$ cat src/hw/rtl/weighted_priority_record_order_assert.svh
// Assertion macros for the record orderer.
`ifndef WEIGHTED_PRIORITY_RECORD_ORDER_ASSERT_SVH
`define WEIGHTED_PRIORITY_RECORD_ORDER_ASSERT_SVH

// Assert that a condition implies a consequence in the same cycle.
`define WPRO_ASSERT_IMPL(label, clk, rst_n, cond, cons, msg) \
  label: assert property (@(posedge clk) disable iff (!rst_n) (cond) |-> (cons)) \
    else $error(msg);

// Assert that a condition implies a consequence in the next cycle.
`define WPRO_ASSERT_NEXT(label, clk, rst_n, cond, cons, msg) \
  label: assert property (@(posedge clk) disable iff (!rst_n) (cond) |=> (cons)) \
    else $error(msg);

`endif

$ cat src/hw/rtl/wpro_pkg.sv
`timescale 1ns / 1ps
`default_nettype none
package wpro_pkg;

  localparam int unsigned MaxRecordsDef = 64;
  localparam int unsigned PrioW = 16;
  localparam int unsigned WeightW = 16;
  localparam int unsigned TagW = 8;
  localparam int unsigned RandW = 31;
  // Sum of up to 256 weights of 16 bits.
  localparam int unsigned SumW = 24;

  typedef enum logic [1:0] {
    OpLoad  = 2'd0,
    OpDraw  = 2'd1,
    OpClear = 2'd2,
    OpNone  = 2'd3
  } op_e;

  // Draw sequencer states.
  typedef enum logic [2:0] {
    StIdle, StMin, StSum, StMod, StScan0, StScan1, StRest, StOut
  } st_e;

  // Entry of the record memory: priority, weight and tag.
  typedef struct packed {
    logic [PrioW-1:0]   prio;
    logic [WeightW-1:0] weight;
    logic [TagW-1:0]    tag;
  } rec_t;

  // Request and reply between sequencer and the modulo unit.
  typedef struct packed {
    logic            start;
    logic [RandW-1:0] dividend;
    logic [SumW:0]   divisor;
  } mod_req_t;

  typedef struct packed {
    logic            done;
    logic [SumW:0]   rem;
  } mod_rsp_t;

endpackage
`default_nettype wire

$ cat src/hw/rtl/wpro_mod.sv
`timescale 1ns / 1ps
`default_nettype none
// Restoring remainder unit, one dividend bit per cycle.
module wpro_mod (
  input  wire logic              clk_i,
  input  wire logic              rst_ni,
  input  wire wpro_pkg::mod_req_t req_i,
  output wpro_pkg::mod_rsp_t     rsp_o
);

  localparam int unsigned RW = wpro_pkg::SumW + 1;
  localparam int unsigned CntW = $clog2(wpro_pkg::RandW + 1);

  logic [RW-1:0]              rem_q, rem_d;
  logic [RW-1:0]              div_q;
  logic [wpro_pkg::RandW-1:0] sh_q;
  logic [CntW-1:0]            cnt_q;
  logic                       busy_q, done_q;
  logic [RW:0]                trial;

  // Shift in the next dividend bit and subtract when it fits.
  always_comb begin
    trial = {rem_q, sh_q[wpro_pkg::RandW-1]};
    if (trial >= {1'b0, div_q}) begin
      rem_d = RW'(trial - {1'b0, div_q});
    end else begin
      rem_d = trial[RW-1:0];
    end
  end

  always_ff @(posedge clk_i or negedge rst_ni) begin
    if (!rst_ni) begin
      busy_q <= 1'b0;
      done_q <= 1'b0;
      cnt_q  <= '0;
    end else begin
      done_q <= 1'b0;
      if (req_i.start) begin
        busy_q <= 1'b1;
        cnt_q  <= CntW'(wpro_pkg::RandW);
      end else if (busy_q) begin
        cnt_q <= cnt_q - 1'b1;
        if (cnt_q == CntW'(1)) begin
          busy_q <= 1'b0;
          done_q <= 1'b1;
        end
      end
    end
  end

  always_ff @(posedge clk_i) begin
    if (req_i.start) begin
      rem_q <= '0;
      div_q <= req_i.divisor;
      sh_q  <= req_i.dividend;
    end else if (busy_q) begin
      rem_q <= rem_d;
      sh_q  <= {sh_q[wpro_pkg::RandW-2:0], 1'b0};
    end
  end

  assign rsp_o.done = done_q;
  assign rsp_o.rem  = rem_q;

endmodule
`default_nettype wire

$ cat src/hw/rtl/wpro_store.sv
`timescale 1ns / 1ps
`default_nettype none
// Record memory with registered read, plus taken marks in flip-flops.
module wpro_store #(
  parameter int unsigned MaxRecords = wpro_pkg::MaxRecordsDef,
  localparam int unsigned AW = $clog2(MaxRecords)
) (
  input  wire logic           clk_i,
  input  wire logic           rst_ni,
  input  wire logic           we_i,
  input  wire logic [AW-1:0]  waddr_i,
  input  wire wpro_pkg::rec_t wdata_i,
  input  wire logic [AW-1:0]  raddr_i,
  output wpro_pkg::rec_t      rdata_o,
  input  wire logic           clr_i,
  input  wire logic           mark_i,
  input  wire logic           unmark_i,
  input  wire logic [AW-1:0]  maddr_i,
  output logic                rtaken_o
);

  wpro_pkg::rec_t mem_q [MaxRecords];
  logic [MaxRecords-1:0] taken_q;

  // Memory write and registered read.
  always_ff @(posedge clk_i) begin
    if (we_i) begin
      mem_q[waddr_i] <= wdata_i;
    end
    rdata_o <= mem_q[raddr_i];
  end

  // Taken marks; the read is registered beside the memory data.
  always_ff @(posedge clk_i or negedge rst_ni) begin
    if (!rst_ni) begin
      taken_q  <= '0;
      rtaken_o <= 1'b0;
    end else begin
      rtaken_o <= taken_q[raddr_i];
      if (clr_i) begin
        taken_q <= '0;
      end else if (mark_i) begin
        taken_q[maddr_i] <= 1'b1;
      end else if (unmark_i) begin
        taken_q[maddr_i] <= 1'b0;
      end
    end
  end

endmodule
`default_nettype wire

$ cat src/hw/rtl/weighted_priority_record_order.sv
`timescale 1ns / 1ps
`default_nettype none
// Orders stored service records by priority and weighted random choice. Loads, clears and
// unused codes are accepted with no result. A draw makes up to five passes over the N
// loaded records through the registered memory read port (minimum priority, weight sum,
// zero-weight scan, weighted scan, records left), runs the bit-serial remainder unit (start,
// 31 dividend bits, done) between the weight sum and the scans, and then fetches the pick.
// A draw that finds no record left skips the later passes and answers with nothing left.
// The result waits in an output register and holds off the input until it is taken.
module weighted_priority_record_order #(
  parameter int unsigned MaxRecords = wpro_pkg::MaxRecordsDef
) (
  input  wire logic        clk_i,
  input  wire logic        rst_ni,
  input  wire logic        in_valid_i,
  output logic             in_ready_o,
  input  wire logic [1:0]  operation_i,
  input  wire logic [15:0] record_priority_i,
  input  wire logic [15:0] record_weight_i,
  input  wire logic [7:0]  record_tag_i,
  input  wire logic [30:0] random_word_i,
  output logic             out_valid_o,
  input  wire logic        out_ready_i,
  output logic [7:0]       chosen_tag_o,
  output logic [15:0]      chosen_priority_o,
  output logic [15:0]      chosen_weight_o,
  output logic             last_of_run_o,
  output logic             nothing_left_o
);

`include "weighted_priority_record_order_assert.svh"

  localparam int unsigned AW = $clog2(MaxRecords);
  localparam int unsigned CW = $clog2(MaxRecords + 1);
  localparam int unsigned SW = wpro_pkg::SumW;

  wpro_pkg::st_e st_q, st_d;
  logic [CW-1:0] loaded_q, idx_q;
  logic [AW-1:0] pick_q;
  logic          any_q, found_q, rest_q;
  logic [15:0]   minp_q;
  logic [SW-1:0] sum_q, run_q, thr_q;
  logic [30:0]   rnd_q;
  logic          ovalid_q;
  wpro_pkg::rec_t rd;
  logic          rtaken;
  wpro_pkg::mod_req_t mreq;
  wpro_pkg::mod_rsp_t mrsp;

  logic accept, do_load, pass_go, at_end, open_now;
  logic [CW-1:0] idx_rd;
  logic [SW-1:0] run_nx;

  assign accept  = in_valid_i && in_ready_o;
  assign do_load = accept && (operation_i == wpro_pkg::OpLoad) &&
                   (loaded_q < CW'(MaxRecords));
  assign pass_go = (st_q == wpro_pkg::StMin) || (st_q == wpro_pkg::StSum) ||
                   (st_q == wpro_pkg::StScan0) || (st_q == wpro_pkg::StScan1) ||
                   (st_q == wpro_pkg::StRest);
  // idx_q is the address in flight; data for idx_q-1 is valid when idx_q > 0.
  assign idx_rd  = idx_q - 1'b1;
  assign at_end  = (idx_q == loaded_q) || (idx_q == CW'(MaxRecords));
  assign open_now = (idx_q != '0) && !rtaken;
  assign run_nx  = run_q + SW'(rd.weight);

  wpro_store #(.MaxRecords(MaxRecords)) u_store (
    .clk_i, .rst_ni,
    .we_i     (do_load),
    .waddr_i  (loaded_q[AW-1:0]),
    .wdata_i  ('{prio: record_priority_i, weight: record_weight_i, tag: record_tag_i}),
    .raddr_i  (st_d == wpro_pkg::StOut ? pick_q : idx_q[AW-1:0]),
    .rdata_o  (rd),
    .clr_i    (accept && (operation_i == wpro_pkg::OpClear)),
    .mark_i   ((st_q == wpro_pkg::StRest) && (idx_q == '0)),
    .unmark_i (do_load),
    .maddr_i  (do_load ? loaded_q[AW-1:0] : pick_q),
    .rtaken_o (rtaken)
  );

  // The remainder starts once, on the first cycle of StMod, when the sum is complete.
  assign mreq.start    = (st_q == wpro_pkg::StMod) && (idx_q == '0);
  assign mreq.dividend = rnd_q;
  assign mreq.divisor  = {1'b0, sum_q} + 1'b1;

  wpro_mod u_mod (.clk_i, .rst_ni, .req_i(mreq), .rsp_o(mrsp));

  assign in_ready_o = (st_q == wpro_pkg::StIdle) && !ovalid_q;

  // Next state.
  always_comb begin
    st_d = st_q;
    case (st_q)
      wpro_pkg::StIdle:  if (accept && operation_i == wpro_pkg::OpDraw) st_d = wpro_pkg::StMin;
      wpro_pkg::StMin:   if (at_end && idx_q != '0 || loaded_q == '0) st_d = wpro_pkg::StSum;
      wpro_pkg::StSum:   if (!any_q) st_d = wpro_pkg::StOut;
                         else if (at_end) st_d = wpro_pkg::StMod;
      wpro_pkg::StMod:   if (mrsp.done) st_d = wpro_pkg::StScan0;
      wpro_pkg::StScan0: if (found_q) st_d = wpro_pkg::StRest;
                         else if (at_end && idx_q != '0 &&
                                  !(open_now && rd.prio == minp_q && rd.weight == '0 &&
                                    run_q >= thr_q)) st_d = wpro_pkg::StScan1;
      wpro_pkg::StScan1: if (found_q) st_d = wpro_pkg::StRest;
      wpro_pkg::StRest:  if (at_end && idx_q != '0) st_d = wpro_pkg::StOut;
      wpro_pkg::StOut:   st_d = wpro_pkg::StIdle;
      default:           st_d = wpro_pkg::StIdle;
    endcase
  end

  always_ff @(posedge clk_i or negedge rst_ni) begin
    if (!rst_ni) begin
      st_q     <= wpro_pkg::StIdle;
      loaded_q <= '0;
      idx_q    <= '0;
      ovalid_q <= 1'b0;
    end else begin
      st_q <= st_d;
      if (do_load) loaded_q <= loaded_q + 1'b1;
      if (accept && operation_i == wpro_pkg::OpClear) loaded_q <= '0;
      if (st_d != st_q) begin
        idx_q <= '0;
      end else if (pass_go && !at_end) begin
        idx_q <= idx_q + 1'b1;
      end else if (st_q == wpro_pkg::StMod && idx_q == '0) begin
        idx_q <= CW'(1);
      end else if (pass_go && st_q == wpro_pkg::StScan1 && at_end) begin
        idx_q <= idx_q;
      end
      if (st_q == wpro_pkg::StOut) ovalid_q <= 1'b1;
      else if (out_ready_i) ovalid_q <= 1'b0;
    end
  end

  // Per-pass datapath on the registered memory read.
  always_ff @(posedge clk_i) begin
    case (st_q)
      wpro_pkg::StIdle: begin
        any_q <= 1'b0; found_q <= 1'b0; rest_q <= 1'b0;
        sum_q <= '0; run_q <= '0; rnd_q <= random_word_i;
      end
      wpro_pkg::StMin: if (open_now && (!any_q || rd.prio < minp_q)) begin
        minp_q <= rd.prio; any_q <= 1'b1;
      end
      wpro_pkg::StSum: if (open_now && rd.prio == minp_q) sum_q <= sum_q + SW'(rd.weight);
      wpro_pkg::StMod: if (mrsp.done) thr_q <= mrsp.rem[SW-1:0];
      wpro_pkg::StScan0, wpro_pkg::StScan1: if (!found_q && open_now && rd.prio == minp_q &&
                            ((st_q == wpro_pkg::StScan0) == (rd.weight == '0))) begin
        run_q <= run_nx;
        if (run_nx >= thr_q) begin
          found_q <= 1'b1; pick_q <= idx_rd[AW-1:0];
        end
      end
      wpro_pkg::StRest: if (open_now && idx_rd[AW-1:0] != pick_q) rest_q <= 1'b1;
      default: ;
    endcase
  end

  // Result register; the pick is addressed on the way into StOut, so its data is here.
  always_ff @(posedge clk_i) begin
    if (st_q == wpro_pkg::StOut) begin
      chosen_tag_o      <= any_q ? rd.tag : '0;
      chosen_priority_o <= any_q ? rd.prio : '0;
      chosen_weight_o   <= any_q ? rd.weight : '0;
      last_of_run_o     <= any_q && !rest_q;
      nothing_left_o    <= !any_q;
    end
  end

  assign out_valid_o = ovalid_q;

  `WPRO_ASSERT_IMPL(a_ready_idle, clk_i, rst_ni, in_ready_o, st_q == wpro_pkg::StIdle,
                    "ready outside idle")
  `WPRO_ASSERT_NEXT(a_out_after, clk_i, rst_ni, st_q == wpro_pkg::StOut, out_valid_o,
                    "result not presented")
  `WPRO_ASSERT_IMPL(a_cnt_bound, clk_i, rst_ni, 1'b1, loaded_q <= CW'(MaxRecords),
                    "loaded count beyond capacity")

endmodule
`default_nettype wire
$ cat config.mk
export PLATFORM = sky130hd
export DESIGN_NAME = weighted_priority_record_order
export DESIGN_NICKNAME = d
export VERILOG_FILES = /design/src/hw/rtl/wpro_pkg.sv /design/src/hw/rtl/wpro_mod.sv /design/src/hw/rtl/wpro_store.sv /design/src/hw/rtl/weighted_priority_record_order.sv
export VERILOG_INCLUDE_DIRS = /design/src /design/src/hw/rtl
export SDC_FILE = /design/constraint.sdc
export NUM_CORES = 2
export LEC_CHECK = 0
export ABC_CLOCK_PERIOD_IN_PS = 9300
export BUFFER_PORTS_ARGS = -buffer_cell sky130_fd_sc_hd__buf_2
export CAP_MARGIN = 20
export CORE_UTILIZATION = 55
export DETAILED_ROUTE_END_ITERATION = 10
export PLACE_DENSITY_LB_ADDON = 0.2
export SLEW_MARGIN = 5
export SYNTH_ARGS = -nofsm -noshare
export SYNTH_HDL_FRONTEND = slang
export SYNTH_SLANG_ARGS = --single-unit
$ cat constraint.sdc
create_clock -name clk_i -period 9.3 [get_ports clk_i]
set_input_delay 2.79 -clock clk_i [delete_from_list [all_inputs] [get_ports clk_i]]
set_output_delay 2.79 -clock clk_i [all_outputs]
set_load 0.005 [all_outputs]
Word level (Yosys, flattened, before mapping) --
Memory sizes are Yosys's and may differ from the RTL's. A register that Yosys moved wholly into a read port is not among the register bits. Index checks and enable logic that the tools add are counted. Widths: inputs -> output; s select.
Word-level totals: flip-flop bits (word level) 341, bits of input ports 77, bits in writable memories 2560, output and inout port bits 44, memories 1, word-level logic and storage cells 178
Cells by class: order comparisons 8, reductions and logical operators 60, bitwise gates (word level) 3, add/subtract/negate cells 8, eq/ne operators 22, mux-type cells 50
Memories:
- u_store.mem_q | words 64, bits a word 40, read ports 1, clocked after Yosys merged registers in 1, wr ports 1, line wpro_store.sv:22 | wpro_pkg::rec_t mem_q [MaxRecords];
Operators by type and width (count):
- $mux 64 | 3
- $pmux 24 s2 | 2
- $and 64x64->64 | 1
- $not 64->64 | 1
- $or 64x64->64 | 1
- $mux 31 | 2
- $add 24x16->24 | 2
- $ge 24x24->1 | 2
- $mux 24 | 2
- $mux 7 | 5
- $mux 3 | 9
- $ge 26x25->1 | 1
- $add 24x1->25 const B | 1
- $mux 25 | 1
- $sub 25x25->25 | 1
- $pmux 3 s8 | 1
- $logic_and 1x1->1 | 22
- $eq 16x16->1 | 1
- $logic_not 16->1 | 1
- $lt 16x16->1 | 1
- $mux 1 | 16
- $eq 3x3->1 const B | 5
- $add 7x1->7 const B | 2
- $logic_not 7->1 | 2
- 32 further kinds | 66

Depth between registers and ports, before layout --
depth after elaboration 15, depth in mapped cells 24, gate-level depth less buffers 24

By module --
A second synthesis with hierarchy kept.
Unflattened totals: cells, all modules 5899, area, all modules 117398.8 um^2
Modules (own cells, without submodules):
- wpro_store | seq. area each 79301.1 um^2, cells an instance 4464, instances 1, area each 101349.7 um^2
- weighted_priority_record_order | seq. area each 5555.3 um^2, cells an instance 959, instances 1, area each 11048.1 um^2
- wpro_mod | seq. area each 2357.3 um^2, cells an instance 476, instances 1, area each 5001.0 um^2

Worst setup path before layout --
OpenSTA, ideal clock, no wires.
kind input to register, start input operation_i[0], end memory u_store.mem_q[63][0] (netlist bit), enable pin, setup time 438 ps, arrival time 6063 ps, slack 2799 ps, stages 7, cell sequence or3_1 clkbuf_1 nor3_1 clkbuf_1 buf_2 nand4_1 nor2_1
On the way: cells in the longest elaborated chain, start to end 5
RTL lines:
- start, declared | line weighted_priority_record_order.sv:17 | input wire logic [1:0] operation_i,
- $logic_not 2->1 | line weighted_priority_record_order.sv:55 | assign do_load = accept && (operation_i == wpro_pkg::OpLoad) &&
- $logic_and 1x1->1 (2 in a row) | line weighted_priority_record_order.sv:55
- $mux 1 | line wpro_store.sv:27 | if (we_i) begin
- $mux 1 (not written as such) | line wpro_store.sv:28 | mem_q[waddr_i] <= wdata_i;
- end, declared | line wpro_store.sv:22
No other way between the ends.

Final worst setup path --
start register idx_q[0], end register, netlist name u_store.rdata_o[16]
On the way: cells in the longest elaborated chain, start to end 12, elaborated cells on any way between the ends 21
RTL lines:
- start, declared | line weighted_priority_record_order.sv:38 | logic [CW-1:0] loaded_q, idx_q;
- start signal, assigned | line weighted_priority_record_order.sv:122 | idx_q <= idx_q + 1'b1;
- start signal, assigned | line weighted_priority_record_order.sv:126 | idx_q <= idx_q;
- $reduce_bool 7->1
- $logic_and 1x1->1 | line weighted_priority_record_order.sv:63 | assign open_now = (idx_q != '0) && !rtaken;
- $logic_and 1x1->1 (3 in a row) | line weighted_priority_record_order.sv:100 | !(open_now && rd.prio == minp_q && rd.weight == '0 &&
- $logic_not 1->1 | line weighted_priority_record_order.sv:100
- $logic_and 1x1->1 | line weighted_priority_record_order.sv:99 | else if (at_end && idx_q != '0 &&
- $mux 3 | line weighted_priority_record_order.sv:99
- $mux 3 | line weighted_priority_record_order.sv:98 | wpro_pkg::StScan0: if (found_q) st_d = wpro_pkg::StRest;
- $pmux 3 s8 | line weighted_priority_record_order.sv:92 | case (st_q)
- $eq 3x3->1 | line weighted_priority_record_order.sv:71 | .raddr_i (st_d == wpro_pkg::StOut ? pick_q : idx_q[AW-1:0]),
- $mux 6 * | line weighted_priority_record_order.sv:71
Every way passes the cells marked *; elsewhere a longest branch is shown, timed or not. A chain may end at the register's enable or synchronous reset.

==> results_dict.tcl <==
set metrics [dict create \
    root_buffer "clkbuf_16" \
    cts_num_sinks 2941 \
    io_buffers 120 \
    worst_pin_slew_ps 1220 \
    slew_headroom_pct 17.7 \
    initial_core_util_pct 55.3 \
    hold_depth 2 \
    io-pin-count 121 \
    die_h_um 464 \
    regToRegEndpoint "u_store.rdata_o[16]" \
    cts_tree "built" \
    vias 66600 \
    synth_cells 7017 \
    syn_area_um2 117000 \
    clkTransAtPathRegs_ps 60 \
    fin_crit_sh_pct 72.5 \
    finalNetCount 7533 \
    critPathArrivalTime_ps 7470 \
    dp_cells 9825 \
    finalNonFillerCells 10400 \
    clock.fmax_mhz 148 \
    crit_required_ps 10030 \
    synth_flop_cell "edfxtp_1" \
    cp-start-kind "flip-flop" \
    hold_viol 0 \
    ctsResizeCount 0 \
    cts_made_buffers 309 \
    setup_violations 0 \
    h-tree-depth 5 \
    p_leak_nw 51.4 \
    hp-start "u_mod.sh_q[4]" \
    ys_seq_elements 2941 \
    clockBufferDepth 4 \
    die_width_um 464 \
    reg2regPathDepth 14 \
    reg2reg_from "idx_q[0]" \
    synth_nets 7226 \
    dp_hpwl_um 191000 \
    r2r_slack_ps 2550 \
    synth_cell_types 63 \
    multiInputGateArea_um2 28600 \
    grt_max_degree 121 \
    grt_overflow_total 0 \
    period_minus_slack_ps 6750 \
    yosys.area.top_type "edfxtp_1" \
    wl_per_cell_um 30.8 \
    yosys-top-cells-area "edfxtp_1 (71%), mux2i_1 (11%), o22ai_1 (3.5%), dfrtp_1 (1.9%), ha_1 (1.4%)" \
    drtIter0Drc 8588 \
    ys_seq_area_share_pct 74.4 \
    rows 169 \
    syn_to_final_growth_pct 13.0 \
    avgSynthCellArea_um2 16.7 \
    seqCellArea_um2 87200 \
    yosys_warnings 0 \
    cts_setup_buffers 0 \
    grtUsageTotal_pct 29.2 \
    hold_class "reg2reg" \
    synth_edf_count 2786 \
    async_reset_ff_share_pct 3.06 \
    slowest_delay_ps 1100 \
    synth.most_common_cell "edfxtp_1" \
    critPathMaxFanout 32 \
    clk_latency_ps 970 \
    hold_end "u_mod.sh_q[5]" \
    synth.top_cell.area_share_pct 71.4 \
    first_pass_iters 5 \
    synth_commonest_cells "edfxtp_1 (2786), mux2i_1 (1337), o22ai_1 (662)" \
    drive_gt1_share_pct 12.3 \
    place_congestion 0.878 \
    slew_viol_final 0 \
    fin_ws_ps 2550 \
    grt_antenna_before_repair 18 \
    p_per_area_nw_per_um2 297 \
    fp.dieArea_um2 215000 \
    postRouteAntennaNets 0 \
    ir_drop_v 0.000505 \
    grt_setup_unrepaired "no" \
    status "completed" \
    crit_path_end_kind "flip-flop" \
    maxCapViolCount 0 \
    grt_pass1_vias 64000 \
    final.fill_count 15000 \
    crit_chain "clkinv_1 > ha_1 > and3_1 > o21a_1 > a31oi_1 > a21oi_2 > o211ai_1 > nand2_1 > a41oi_4 > buf_4 > buf_4 > o22ai_1 > o41ai_1 > o2111ai_1" \
    crit_type "reg2reg" \
    post-place-ws_ps 1970 \
    drc 0 \
    core_um2 212000 \
    cpMaxStageDelayCell "o41ai_1" \
    crit_top_cell "buf_4" \
    grt_pass1_wl_um 452000 \
    wirelength_um 320000 \
    vias_per_cell 6.41 \
    setup_tns_ps 0 \
    holdBufCountCts 0 \
    fin_skew_ps 70.8 \
]
## where the power goes
part	total (mW)	switching (mW)	internal (mW)
clock	11.9	4.93	6.93
sequential	15.7	0.592	15.1
combinational	11.8	7.02	4.73
## final cells by class
type                    count  share of cell area (%)
well taps                2821                    2.67
multi-input cells        3580                    21.6
clock inverters           132                   0.897
clock buffers             403                    6.35
repair buffers            377                    2.30
inverters                 115                   0.326
flip-flops and latches   2941                    65.9
diodes                     11                  0.0208
## worst max-delay path by stage
stage	from	to	slack [ps]
2_1_floorplan	operation_i[0]	u_store.mem_q[63][0]	2800
3_3_place_gp	in_valid_i	u_store.mem_q[26][12]	1850
3_5_place_dp	in_valid_i	u_store.mem_q[5][36]	1970
5_1_grt	idx_q[0]	u_store.rdata_o[16]	2450
6_report	idx_q[0]	u_store.rdata_o[16]	2550
4_1_cts	idx_q[0]	u_store.rdata_o[29]	2750
## kinds of logic (layout without fill, tap and decap cells)
| family | after synthesis | after routing | synth area share (%) |
|---|---|---|---|
| AO/OA/AOI/OAI | 1313 | 1313 | 7.26 |
| XOR/XNOR | 95 | 95 | 0.710 |
| adder cells (fa/ha/maj) | 132 | 132 | 1.43 |
| buffers and inverters | 496 | 1027 | 1.86 |
| flip-flops | 2941 | 2941 | 74.4 |
| multiplexers | 1342 | 1342 | 11.5 |
| other | 0 | 11 | 0 |
| AND/OR/NAND/NOR | 698 | 698 | 2.90 |
## critical path, delay by kind of cell, from the launching register on
family,cells,cell delay [ps]
AOI/OAI and AO/OA,8,2890
buffers and inverters,3,1590
and+or+nand+nor,2,900
DFF,1,650
adders and majority gates,1,430
## layout by cell type, fill, tap and decap left out, types with 90 or more instances in the layout
cell type  instances
buf_2            122
o22ai_1          662
inv_1            113
a21oi_1          145
ha_1             129
nor2_1            99
clkbuf_16        315
o41ai_1          102
mux2i_1         1337
o21ai_0          207
buf_4            213
nand2_1          210
dfrtp_1           90
edfxtp_1        2786
## sequential cells by signal, summed over array words and instances (netlist names), 25 cells and up
| signal | flops |
|---|---|
| u_store.rdata_o | 40 |
| u_mod.div_q | 25 |
| u_store.taken_q | 64 |
| rnd_q | 31 |
| u_mod.rem_q | 25 |
| u_store.mem_q | 2560 |
| u_mod.sh_q | 31 |
## per-layer routing
layer	global-route usage, %	wire length [µm]	vias up
li1	-	-	28600
met1	41.2	129000	34000
met2	45.7	149000	3365
met3	5.22	29700	583
met4	11.1	12200	2
met5	0	13	-
## metrics by stage
step	power, mW	instance area [µm²]	hold slack [ps]	util [%]
2_1_floorplan	24.1	117000	408	-
3_3_place_gp	27.4	122000	481	57.8
3_5_place_dp	27.6	123000	482	57.9
4_1_cts	39.3	132000	480	62.4
5_1_grt	40.7	132000	511	62.5
6_report	39.3	132000	480	62.5
(Power assumes the default switching activity.)
